[src/rtl/alpe_pkg.sv]
// ----------------------------------------------------------------------------
// alpe_pkg: shared types and constants of the LED pulse encoder
// Register indexes, reset values, payload structs and the job record that
// travels from the front end to the serializer.
// ----------------------------------------------------------------------------
package alpe_pkg;

	localparam int MAX_HEADER_BITS = 16;
	localparam int HDR_CNT_W       = 5;
	localparam int POS_W           = 16;
	localparam int COLOUR_BITS     = 24;
	localparam int COL_CNT_W       = 5;
	localparam int CFG_INDEX_W     = 3;
	localparam int CFG_DATA_W      = 9;
	localparam int TIME_W          = 8;
	localparam int ORDER_W         = 9;

	// Register indexes of the configuration port.
	localparam logic [CFG_INDEX_W-1:0] REG_HEADER_BIT_COUNT = 3'd0;
	localparam logic [CFG_INDEX_W-1:0] REG_COLOUR_ORDER     = 3'd1;
	localparam logic [CFG_INDEX_W-1:0] REG_ONE_HIGH_TIME    = 3'd2;
	localparam logic [CFG_INDEX_W-1:0] REG_ZERO_HIGH_TIME   = 3'd3;
	localparam logic [CFG_INDEX_W-1:0] REG_BIT_LOW_TIME     = 3'd4;
	localparam logic [CFG_INDEX_W-1:0] REG_FOOTER_TIME      = 3'd5;

	// Reset values.
	localparam logic [HDR_CNT_W-1:0] RST_HEADER_BIT_COUNT = 5'd0;
	localparam logic [ORDER_W-1:0]   RST_COLOUR_ORDER     = 9'd66;
	localparam logic [TIME_W-1:0]    RST_ONE_HIGH_TIME    = 8'd135;
	localparam logic [TIME_W-1:0]    RST_ZERO_HIGH_TIME   = 8'd80;
	localparam logic [TIME_W-1:0]    RST_BIT_LOW_TIME     = 8'd80;
	localparam logic [TIME_W-1:0]    RST_FOOTER_TIME      = 8'd250;

	// Byte selector values above this pick a zero byte.
	localparam logic [2:0] SEL_LAST_BYTE = 3'd3;

	typedef struct packed {
		logic [HDR_CNT_W-1:0] header_bit_count;
		logic [ORDER_W-1:0]   colour_order;
		logic [TIME_W-1:0]    one_high_time;
		logic [TIME_W-1:0]    zero_high_time;
		logic [TIME_W-1:0]    bit_low_time;
		logic [TIME_W-1:0]    footer_time;
	} cfg_t;

	typedef struct packed {
		logic       frame_start;
		logic [7:0] byte_zero;
		logic [7:0] byte_one;
		logic [7:0] byte_two;
		logic [7:0] byte_three;
	} in_item_t;

	typedef struct packed {
		logic [TIME_W-1:0] high_time;
		logic [TIME_W-1:0] low_time;
		logic              last_pulse;
	} out_item_t;

	// One LED's work: header bits, position and the colour bits in send order.
	typedef struct packed {
		logic [HDR_CNT_W-1:0]   hdr_count;
		logic [POS_W-1:0]       position;
		logic [COLOUR_BITS-1:0] colour;
	} job_t;

endpackage

[src/rtl/addressed_led_pulse_encoder_core.sv]
// ----------------------------------------------------------------------------
// addressed_led_pulse_encoder_core: addressable LED bit pulse encoder
// Turns one LED's colour bytes into a run of high/low pulse beats.
// ----------------------------------------------------------------------------
// Usage:
// Each input beat carries one LED's four colour bytes and a frame start flag.
// The block answers with header_bit_count (at most 16) position bits, then
// 24 colour bits in the order set by colour_order, then one footer beat
// with last_pulse set. Each output beat holds a high and a low time.
// A serializer emits one pulse beat per cycle while the receiver takes them,
// so an LED spans min(header_bit_count, 16) + 25 beats; that serializer sets the rate.
// When idle, an LED's first pulse goes via the queue, serializer and output
// registers. A two-entry job queue lets up to two further LEDs be
// accepted while the serializer is busy or the receiver stalls; a stalled
// receiver simply holds the output register and the serializer waits.
// Configuration writes are taken in any cycle (cfg_ready is tied high) and
// are meant to be made while the block is idle. Reset restores the default
// register values, empties the queue and restarts the LED position at 0.
// ----------------------------------------------------------------------------
module addressed_led_pulse_encoder_core
	import alpe_pkg::*;
(
	input  logic                   clk,
	input  logic                   arst_n,
	input  logic                   cfg_valid,
	output logic                   cfg_ready,
	input  logic [CFG_INDEX_W-1:0] cfg_index,
	input  logic [CFG_DATA_W-1:0]  cfg_data,
	input  logic                   in_valid,
	output logic                   in_ready,
	input  in_item_t               in_data,
	output logic                   out_valid,
	input  logic                   out_ready,
	output out_item_t              out_data
);

	cfg_t cfg_q;
	logic push_valid;
	logic push_ready;
	job_t push_data;
	logic pop_valid;
	logic pop_ready;
	job_t pop_data;

	assign cfg_ready = 1'b1;

	always_ff @(posedge clk or negedge arst_n) begin
		if (!arst_n) begin
			cfg_q.header_bit_count <= RST_HEADER_BIT_COUNT;
			cfg_q.colour_order     <= RST_COLOUR_ORDER;
			cfg_q.one_high_time    <= RST_ONE_HIGH_TIME;
			cfg_q.zero_high_time   <= RST_ZERO_HIGH_TIME;
			cfg_q.bit_low_time     <= RST_BIT_LOW_TIME;
			cfg_q.footer_time      <= RST_FOOTER_TIME;
		end else if (cfg_valid) begin
			case (cfg_index)
				REG_HEADER_BIT_COUNT: cfg_q.header_bit_count <= cfg_data[HDR_CNT_W-1:0];
				REG_COLOUR_ORDER:     cfg_q.colour_order     <= cfg_data[ORDER_W-1:0];
				REG_ONE_HIGH_TIME:    cfg_q.one_high_time    <= cfg_data[TIME_W-1:0];
				REG_ZERO_HIGH_TIME:   cfg_q.zero_high_time   <= cfg_data[TIME_W-1:0];
				REG_BIT_LOW_TIME:     cfg_q.bit_low_time     <= cfg_data[TIME_W-1:0];
				REG_FOOTER_TIME:      cfg_q.footer_time      <= cfg_data[TIME_W-1:0];
				default: ;
			endcase
		end
	end

	alpe_front u_front (
		.clk        (clk),
		.arst_n     (arst_n),
		.cfg        (cfg_q),
		.in_valid   (in_valid),
		.in_ready   (in_ready),
		.in_data    (in_data),
		.push_valid (push_valid),
		.push_ready (push_ready),
		.push_data  (push_data)
	);

	alpe_queue u_queue (
		.clk        (clk),
		.arst_n     (arst_n),
		.push_valid (push_valid),
		.push_ready (push_ready),
		.push_data  (push_data),
		.pop_valid  (pop_valid),
		.pop_ready  (pop_ready),
		.pop_data   (pop_data)
	);

	alpe_back u_back (
		.clk       (clk),
		.arst_n    (arst_n),
		.cfg       (cfg_q),
		.pop_valid (pop_valid),
		.pop_ready (pop_ready),
		.pop_data  (pop_data),
		.out_valid (out_valid),
		.out_ready (out_ready),
		.out_data  (out_data)
	);

endmodule

[src/rtl/alpe_front.sv]
// ----------------------------------------------------------------------------
// alpe_front: input front end
// Numbers each LED, clamps the header length and puts the three selected
// colour bytes into send order, then hands the job to the queue.
// ----------------------------------------------------------------------------
module alpe_front
	import alpe_pkg::*;
(
	input  logic     clk,
	input  logic     arst_n,
	input  cfg_t     cfg,
	input  logic     in_valid,
	output logic     in_ready,
	input  in_item_t in_data,
	output logic     push_valid,
	input  logic     push_ready,
	output job_t     push_data
);

	logic [POS_W-1:0] led_position_q;
	logic [POS_W-1:0] pos;
	logic [7:0]       first_byte;
	logic [7:0]       second_byte;
	logic [7:0]       third_byte;

	function automatic logic [7:0] pick_byte(input logic [2:0] sel, input in_item_t item);
		logic [7:0] res;
		case (sel)
			3'd0:    res = item.byte_zero;
			3'd1:    res = item.byte_one;
			3'd2:    res = item.byte_two;
			SEL_LAST_BYTE: res = item.byte_three;
			default: res = 8'd0;
		endcase
		return res;
	endfunction

	assign pos         = in_data.frame_start ? '0 : led_position_q;
	assign first_byte  = pick_byte(cfg.colour_order[8:6], in_data);
	assign second_byte = pick_byte(cfg.colour_order[5:3], in_data);
	assign third_byte  = pick_byte(cfg.colour_order[2:0], in_data);

	assign in_ready   = push_ready;
	assign push_valid = in_valid;

	always_comb begin
		push_data.position = pos;
		// The first byte sits in the low bits since bits leave LSB first.
		push_data.colour   = {third_byte, second_byte, first_byte};
		if (cfg.header_bit_count > HDR_CNT_W'(MAX_HEADER_BITS)) begin
			push_data.hdr_count = HDR_CNT_W'(MAX_HEADER_BITS);
		end else begin
			push_data.hdr_count = cfg.header_bit_count;
		end
	end

	always_ff @(posedge clk or negedge arst_n) begin
		if (!arst_n) begin
			led_position_q <= '0;
		end else if (in_valid && push_ready) begin
			led_position_q <= pos + POS_W'(1);
		end
	end

endmodule

[src/rtl/alpe_queue.sv]
// ----------------------------------------------------------------------------
// alpe_queue: two-entry job queue
// Decouples the front end from the serializer so each side stalls on its own.
// ----------------------------------------------------------------------------
module alpe_queue
	import alpe_pkg::*;
(
	input  logic clk,
	input  logic arst_n,
	input  logic push_valid,
	output logic push_ready,
	input  job_t push_data,
	output logic pop_valid,
	input  logic pop_ready,
	output job_t pop_data
);

	job_t       mem_q [2];
	logic       wr_ptr_q;
	logic       rd_ptr_q;
	logic [1:0] count_q;
	logic       push;
	logic       pop;

	assign push_ready = (count_q != 2'd2);
	assign pop_valid  = (count_q != 2'd0);
	assign pop_data   = mem_q[rd_ptr_q];
	assign push       = push_valid && push_ready;
	assign pop        = pop_valid && pop_ready;

	always_ff @(posedge clk) begin
		if (push) begin
			mem_q[wr_ptr_q] <= push_data;
		end
	end

	always_ff @(posedge clk or negedge arst_n) begin
		if (!arst_n) begin
			wr_ptr_q <= 1'b0;
			rd_ptr_q <= 1'b0;
			count_q  <= 2'd0;
		end else begin
			if (push) begin
				wr_ptr_q <= ~wr_ptr_q;
			end
			if (pop) begin
				rd_ptr_q <= ~rd_ptr_q;
			end
			case ({push, pop})
				2'b10:   count_q <= count_q + 2'd1;
				2'b01:   count_q <= count_q - 2'd1;
				default: count_q <= count_q;
			endcase
		end
	end

endmodule

[src/rtl/alpe_back.sv]
// ----------------------------------------------------------------------------
// alpe_back: pulse serializer
// Shifts out the header bits, then the colour bits, then the footer mark,
// one pulse beat per cycle unless the receiver stalls, into a registered output.
// ----------------------------------------------------------------------------
module alpe_back
	import alpe_pkg::*;
(
	input  logic      clk,
	input  logic      arst_n,
	input  cfg_t      cfg,
	input  logic      pop_valid,
	output logic      pop_ready,
	input  job_t      pop_data,
	output logic      out_valid,
	input  logic      out_ready,
	output out_item_t out_data
);

	logic                   busy_q;
	logic [HDR_CNT_W-1:0]   hdr_left_q;
	logic [COL_CNT_W-1:0]   col_left_q;
	logic [POS_W-1:0]       pos_q;
	logic [COLOUR_BITS-1:0] col_q;
	logic                   out_valid_q;
	out_item_t              out_data_q;
	logic                   emit;
	logic                   is_footer;
	logic                   load;
	logic                   data_bit;

	assign emit      = busy_q && (!out_valid_q || out_ready);
	assign is_footer = (hdr_left_q == '0) && (col_left_q == '0);
	// The next job is taken in the same cycle the footer leaves.
	assign pop_ready = !busy_q || (emit && is_footer);
	assign load      = pop_valid && pop_ready;
	assign data_bit  = (hdr_left_q != '0) ? pos_q[0] : col_q[0];

	assign out_valid = out_valid_q;
	assign out_data  = out_data_q;

	always_ff @(posedge clk or negedge arst_n) begin
		if (!arst_n) begin
			busy_q      <= 1'b0;
			hdr_left_q  <= '0;
			col_left_q  <= '0;
			out_valid_q <= 1'b0;
		end else begin
			if (emit) begin
				out_valid_q <= 1'b1;
			end else if (out_ready) begin
				out_valid_q <= 1'b0;
			end

			if (load) begin
				busy_q     <= 1'b1;
				hdr_left_q <= pop_data.hdr_count;
				col_left_q <= COL_CNT_W'(COLOUR_BITS);
			end else if (emit) begin
				if (is_footer) begin
					busy_q <= 1'b0;
				end else if (hdr_left_q != '0) begin
					hdr_left_q <= hdr_left_q - HDR_CNT_W'(1);
				end else begin
					col_left_q <= col_left_q - COL_CNT_W'(1);
				end
			end
		end
	end

	always_ff @(posedge clk) begin
		if (emit) begin
			if (is_footer) begin
				out_data_q.high_time  <= cfg.footer_time;
				out_data_q.low_time   <= cfg.footer_time;
				out_data_q.last_pulse <= 1'b1;
			end else begin
				out_data_q.high_time  <= data_bit ? cfg.one_high_time : cfg.zero_high_time;
				out_data_q.low_time   <= cfg.bit_low_time;
				out_data_q.last_pulse <= 1'b0;
			end
		end

		if (load) begin
			pos_q <= pop_data.position;
			col_q <= pop_data.colour;
		end else if (emit && !is_footer) begin
			if (hdr_left_q != '0) begin
				pos_q <= pos_q >> 1;
			end else begin
				col_q <= col_q >> 1;
			end
		end
	end

endmodule

[config.mk]
export PLATFORM = sky130hd
export DESIGN_NAME = addressed_led_pulse_encoder_core
export DESIGN_NICKNAME = d
export VERILOG_FILES = /design/src/rtl/alpe_pkg.sv /design/src/rtl/addressed_led_pulse_encoder_core.sv /design/src/rtl/alpe_front.sv /design/src/rtl/alpe_queue.sv /design/src/rtl/alpe_back.sv
export SDC_FILE = /design/constraint.sdc
export NUM_CORES = 1
export LEC_CHECK = 0
export ABC_AREA = 1
export ABC_CLOCK_PERIOD_IN_PS = 3680
export BUFFER_PORTS_ARGS = -buffer_cell sky130_fd_sc_hd__clkbuf_2
export CORE_ASPECT_RATIO = 0.75
export CORE_MARGIN = 3
export CORE_UTILIZATION = 55
export CTS_BUF_LIST = sky130_fd_sc_hd__clkbuf_8
export DETAILED_ROUTE_END_ITERATION = 12
export GPL_ROUTABILITY_DRIVEN = 0
export GPL_TIMING_DRIVEN = 0
export HOLD_SLACK_MARGIN = 0.15
export PLACE_DENSITY = 0.79
export SLEW_MARGIN = 20
export SYNTH_ARGS = -nofsm -noshare
export SYNTH_HDL_FRONTEND = slang
export SYNTH_SLANG_ARGS = --single-unit
export TNS_END_PERCENT = 50
[constraint.sdc]
create_clock -name clk -period 3.68 [get_ports clk]
set_clock_uncertainty 0.1 [all_clocks]
set_input_delay 0.552 -clock clk [delete_from_list [all_inputs] [get_ports clk]]
set_output_delay 0.552 -clock clk [all_outputs]
set_load 0.05 [all_outputs]
## Word-level counts from Yosys, hierarchy flattened

Memories as Yosys holds them, arrays and structs flattened.
Cells that the tools add are included.

| storage, ports and cells | value |
|---|---|
| bits in registers | 135 |
| memory bits (writable) | 90 |
| input bits | 50 |
| output and inout port bits | 20 |
| logic and storage cells | 113 |
| memories kept | 1 |

Memory list:

| memory | words | width | read ports | clocked after memory_dff | write ports | RTL line | text |
|---|---|---|---|---|---|---|---|
| u_queue.mem_q | 2 | 45 | 1 | 0 | 1 | alpe_queue.sv:18 | `job_t mem_q [2];` |

| cells by class | value |
|---|---|
| add/sub/neg operators | 5 |
| $lt $le $gt $ge | 1 |
| eq/ne operators | 19 |
| muxes and demuxes | 30 |
| bitwise operators | 2 |
| reduce and logical (&&, ||, !) cells | 36 |

Operators with widths:

| kind | number |
|---|---|
| 8-bit one-hot mux with 4 select lines | 3 |
| 24-bit two-way mux | 3 |
| 16-bit two-way mux | 4 |
| 5-bit two-way mux | 9 |
| 3-bit by 2-bit equality test with 1-bit output (second input constant) | 8 |
| 2-bit AND reduction | 9 |
| 17-bit two-way mux | 1 |
| 16-bit by 1-bit adder with 16-bit output (second input constant) | 1 |
| 2-bit nonzero test | 7 |
| 3-bit by 1-bit equality test with 1-bit output (second input constant) | 4 |
| 3-bit logical NOT | 4 |
| 5-bit logical NOT | 2 |
| 5-bit by 1-bit subtractor with 5-bit output (second input constant) | 2 |
| 1-bit two-way mux | 8 |
| 8-bit two-way mux | 1 |
| 3-bit equality test (second input constant) | 2 |
| 1-bit logical AND | 6 |
| 2-bit inequality test (second input constant) | 3 |
| 3-bit AND reduction | 2 |
| 5-bit > comparator (second input constant) | 1 |
| 5-bit nonzero test | 1 |
| 2-bit one-hot mux with 2 select lines | 1 |
| 1-bit logical NOT | 3 |
| 2-bit by 1-bit adder with 2-bit output (second input constant) | 1 |
| other kinds (5) | 7 |

## Logic depth before layout (Yosys ltp)

| depth | value |
|---|---|
| depth after elaboration | 8 |
| depth in mapped cells | 13 |
| gate-level depth less buffers | 12 |

## Hierarchy

Synthesis repeated with hierarchy kept, for this count alone.

| second synthesis, totals | value |
|---|---|
| cell total of the unflattened synthesis | 1,133 |
| area total of the unflattened synthesis | 10,583.9 µm² |

Modules (own cells, without submodules):

| module | instances | cells each | area an instance (µm²) | seq. area each (µm²) |
|---|---|---|---|---|
| alpe_queue | 1 | 264 | 3,560.9 | 2,802.7 |
| alpe_back | 1 | 351 | 3,276.9 | 2,011.9 |
| alpe_front | 1 | 306 | 1,888.1 | 400.4 |
| addressed_led_pulse_encoder_core | 1 | 212 | 1,858.0 | 1,171.1 |

## Least setup slack after synthesis

No wires, ideal clock.

| path | value |
|---|---|
| path type | register to register |
| start | reg u_queue.count_q[0] |
| end | mem u_queue.mem_q[1][0] in the netlist's numbering (enable) |
| setup time | 449 ps |
| arrival time | 3,033 ps |
| required time | 3,131 ps |
| path slack | 98 ps |
| stages on the path, launching flop included | 6 |
| path buffers | 1 |
| period minus slack after synthesis | 3,582 ps |
| cells stage by stage | dfrtp_1 inv_1 nand2_1 nand2_1 buf_2 nor2_1 |

| between the ends | value |
|---|---|
| cells in the longest elaborated chain, start to end | 4 |

Ends and longest elaborated chain:

| what | RTL line | text |
|---|---|---|
| start: declaration | alpe_queue.sv:21 | `logic [1:0] count_q;` |
| start signal: assignment | alpe_queue.sv:50 | `2'b10: count_q <= count_q + 2'd1;` |
| start signal: assignment | alpe_queue.sv:51 | `2'b01: count_q <= count_q - 2'd1;` |
| start signal: assignment | alpe_queue.sv:52 | `default: count_q <= count_q;` |
| 2-bit inequality test | alpe_queue.sv:25 | `assign push_ready = (count_q != 2'd2);` |
| net in_ready | addressed_led_pulse_encoder_core.sv:30 | `output logic in_ready,` |
| 1-bit logical AND | alpe_queue.sv:28 | `assign push = push_valid && push_ready;` |
| 1-bit two-way mux | alpe_queue.sv:32 | `if (push) begin` |
| 1-bit two-way mux (implied by the code) | alpe_queue.sv:33 | `mem_q[wr_ptr_q] <= push_data;` |
| end: declaration | alpe_queue.sv:18 |  |

The timed path passes the listed nets, and every way through them passes these cells.

## Worst setup path after layout

| path | value |
|---|---|
| start | reg u_back.busy_q |
| end | reg u_back.pos_q[4] (enable) |

| between the ends | value |
|---|---|
| cells in the longest elaborated chain, start to end | 6 |
| elaborated cells between the ends (all ways) | 9 |
| those cells by class | 9 x reduce/logical |

Ends and longest elaborated chain:

| what | RTL line | text |
|---|---|---|
| start: declaration | alpe_back.sv:20 | `logic busy_q;` |
| start signal: assignment | alpe_back.sv:44 | `busy_q <= 1'b0;` |
| start signal: assignment | alpe_back.sv:56 | `busy_q <= 1'b1;` |
| start signal: assignment | alpe_back.sv:61 | `busy_q <= 1'b0;` |
| 1-bit logical AND * | alpe_back.sv:32 | `assign emit = busy_q && (!out_valid_q \|\| out_ready);` |
| net u_back.emit | alpe_back.sv:27 | `logic emit;` |
| 1-bit logical AND | alpe_back.sv:35 | `assign pop_ready = !busy_q \|\| (emit && is_footer);` |
| 1-bit logical OR | alpe_back.sv:35 |  |
| 1-bit logical AND | alpe_back.sv:36 | `assign load = pop_valid && pop_ready;` |
| 2-bit nonzero test (no line) | n/a |  |
| 2-bit AND reduction (no line) * | n/a |  |
| end signal: assignment | alpe_back.sv:85 | `pos_q <= pop_data.position;` |
| end signal: assignment | alpe_back.sv:89 | `pos_q <= pos_q >> 1;` |
| end: declaration | alpe_back.sv:23 | `logic [POS_W-1:0] pos_q;` |

Mark *: on every way through the listed nets, which the timed path passes. The rest lies on a longest branch.
A chain may end at the register's enable or synchronous reset.

==> run_results.csv <==
group,metric,value,unit
logic_synthesis,synth_nets,1107,
routing,wl_met1,10.00,mm
routing,wl_per_cell,15.13,um
clocking,max-clock-path-buffers,3,
logic_synthesis,synth_adder_area_share,0.7414,%
logic_synthesis,synth_mux_area_share,0,%
place,dpl.hpwl,15.12,mm
finish,final_common_cell,"nand2_1",
run,maxCapViolations,0,
finish,final_cell_mix,"nand2_1, edfxtp_1, inv_1",
logic_synthesis,syn_area_per_cell,9.635,um2
place,dp.cells,1367,
critical_path,cp_cell_sequence,"inv_1 -> nor2_2 -> inv_1 -> o21ai_4",
sta,setup_viol,0,
critical_path,reg2regPathDepth,4,
critical_path,path_class,"reg2reg",
sta,setup_slack,1.034,ns
critical_path,max_stage_delay,0.69,ns
critical_path,startpoint_type,"flop",
routing,vias,7646,
sta,slew_headroom,42.12,%
sta,finalHoldViolations,0,
critical_path,crit_start,"u_back.busy_q",
hold_path,hold_end,"cfg_q[40]",
hold_path,hp-start,"cfg_data[8]",
clocking,cts_tree,"built",
die,fp.coreArea,17870,um2
routing,firstDrtPassIters,6,
routing,wl_met3,1.744,mm
logic_synthesis,yosysTopAreaCellShare,43.59,%
critical_path,cp-end-kind,"flop",
clocking,numCtsBuffers,36,
clocking,clk_pin_slew_worst_paths,0.06,ns
clocking,cts_resized,0,
logic_synthesis,synth_top_family_by_area,"simple AND/OR/NAND/NOR gates",
sta,finalSetupTns,0,ns
finish,n_antenna_cell,0,
grt,grt_pass1_vias,7098,
power_and_ir_drop,p_leak,5.342,nW
grt,grt_max_degree,55,
critical_path,path_buf_inv,2,
logic_synthesis,synth-compound-area-share,8.279,%
logic_synthesis,yosys.area_share.simple,19.79,%
logic_synthesis,syn_inst,1051,
clocking,holdBufCountCts,1,
grt,grt_pass1_wl,35.78,mm
hold_path,hold_depth,3,
grt,grt_overflow,0,
logic_synthesis,synth-seq-cells,225,
hold_path,worstHoldPathType,"in2reg",
die,die_x,162.7,um
logic_synthesis,ys_seq_area_share,63.07,%
critical_path,crit_family,"simple AND/OR/NAND/NOR gates",
place,port_buffers,68,
finish,fill_cells,1387,
sta,rsz0062_at_grt,"false",
clocking,cts_setup_buffers,0,
critical_path,path_depth,4,
finish,final_nets,1220,
logic_synthesis,synth_top_area_cell,"edfxtp_1",
die,die_height,123.5,um
logic_synthesis,synth_warnings,0,
logic_synthesis,synth_area_leaders,"edfxtp_1, nand2_1, dfrtp_1",
clocking,clk_latency,0.49,ns
logic_synthesis,synth_area,10130,um2
critical_path,crit_fanout,21,
clocking,cts.sinks,225,
clocking,cts-root-buf,"clkbuf_8",
sta,worst_pin_slew,0.8673,ns
routing,highest_layer,"met4",
logic_synthesis,synth_xor_xnor_area_share,1.297,%
finish,instances_no_fill,1431,
critical_path,critPathSlowestCell,"nor2_2",
clocking,cts_max_level,2,
routing,final_antenna_net_count,0,
routing,vias_per_cell,5.343,
logic_synthesis,synth_cell_type_count,35,
critical_path,arrival,2.66,ns
die,ios,70,
critical_path,r2r_setup_slack,1.03,ns
routing,wl,21.66,mm
finish,drive_gt1_share,14.55,%
finish,utilization,65.22,%
sta,period_needed,2.646,ns
sta,fmax,0.3779,GHz
power_and_ir_drop,peakVddDrop,307.5,uV
die,initial_core_util,56.67,%
outcome,status,"complete, no violations",
critical_path,cpMostUsedCell,"inv_1",
critical_path,rr_startpoint,"u_back.busy_q",
routing,drc,0,
grt,antenna_found_initial,0,
sta,drv_slew,0,
critical_path,timing.rr.end,"u_back.pos_q[4]",
grt,grt_usage,22.26,%
critical_path,worstPathRequired,3.69,ns
place,place_ws,0.8354,ns
finish,syn_to_final_growth,15.09,%
routing,dr_wl_met2,9.616,mm
sta,period_share,71.91,%
routing,drt_iter0_drc,753,
power_and_ir_drop,finalPower,8.018,mW
power_and_ir_drop,power.density,688.0,nW/um2
die,core.rowCount,42,
die,dieArea,20090,um2
[where the power goes]
part           switching [mW]  total, mW  leakage [nW]  internal, mW
combinational            1.55       2.26          2.57         0.701
clock                   0.911       2.01         0.416          1.10
sequential              0.247       3.75          2.35          3.50
total                    2.71       8.02          5.34          5.31
[stage by stage]
step	area (um2)	hold WS, ns
2_1_floorplan	10130	0.1564
3_3_place_gp	10770	0.3611
3_5_place_dp	10960	0.3678
4_1_cts	11650	0.2163
5_1_grt	11650	0.2312
6_report	11650	0.2292
[cell usage after synthesis (all sizes together)]
| master | n |
|---|---|
| clkinv | 1 |
| edfxtp | 147 |
| buf | 22 |
| o22ai | 24 |
| dfstp | 16 |
| o221ai | 24 |
| o21ai | 66 |
| nor3 | 3 |
| a31oi | 1 |
| a21oi | 5 |
| inv | 129 |
| nor2 | 48 |
| clkbuf | 12 |
| nand4 | 6 |
| nand2 | 421 |
| conb | 1 |
| o211ai | 9 |
| nand3 | 29 |
| ha | 6 |
| o21bai | 3 |
| xor2 | 11 |
| xnor2 | 4 |
| o31ai | 1 |
| dfrtp | 62 |
[worst max-delay path by stage]
stage | to
floorplan | u_queue.mem_q[1][0]
global placement | u_back.col_q[18]
detailed placement | u_back.pos_q[13]
CTS | u_back.pos_q[7]
global route | u_back.pos_q[7]
finish | u_back.pos_q[4]
[registers in the layout, indices dropped and copies added (netlist names), 5 cells and up]
signal and count:
cfg_q 46, u_back.col_left_q 5, u_back.col_q 24, u_back.hdr_left_q 5
u_back.out_data 17, u_back.pos_q 16, u_front.led_position_q 16, u_queue.mem_q 90
[per-layer routing]
layer  up-vias  GRT usage, %
met4         0         5.441
met5         -             0
li1       3677             -
met2       337         33.88
met3        41         4.086
met1      3591         33.66
[cell type report]
cell class | count | area, um2 | area share [%]
buffer | 34 | 198.9 | 1.707
sequential | 225 | 6386 | 54.80
clock inverter | 21 | 107.6 | 0.9233
timing repair buffer | 75 | 510.5 | 4.380
clock buffer | 42 | 578.1 | 4.960
inverter | 130 | 488.0 | 4.187
multi-input combinational | 662 | 3082 | 26.44
tap | 242 | 302.8 | 2.598
[cells by family (layout without fill, tap and decap cells)]
group,after synthesis,in the layout
AO/OA/AOI/OAI,133,133
XOR/XNOR,15,15
adder cells (fa/ha/maj),6,6
buffers and inverters,164,302
flip-flops,225,225
other,1,1
AND/OR/NAND/NOR,507,507
[worst register-to-register path, delay by kind of cell (launching register included)]
kind | cells | cell delay [ns]
AND/OR/NAND/NOR | 1 | 0.69
AO/OA/AOI/OAI | 1 | 0.63
flip-flops | 1 | 0.42
buffers and inverters | 2 | 0.43
No activity file was read; power rests on OpenSTA's default activity.
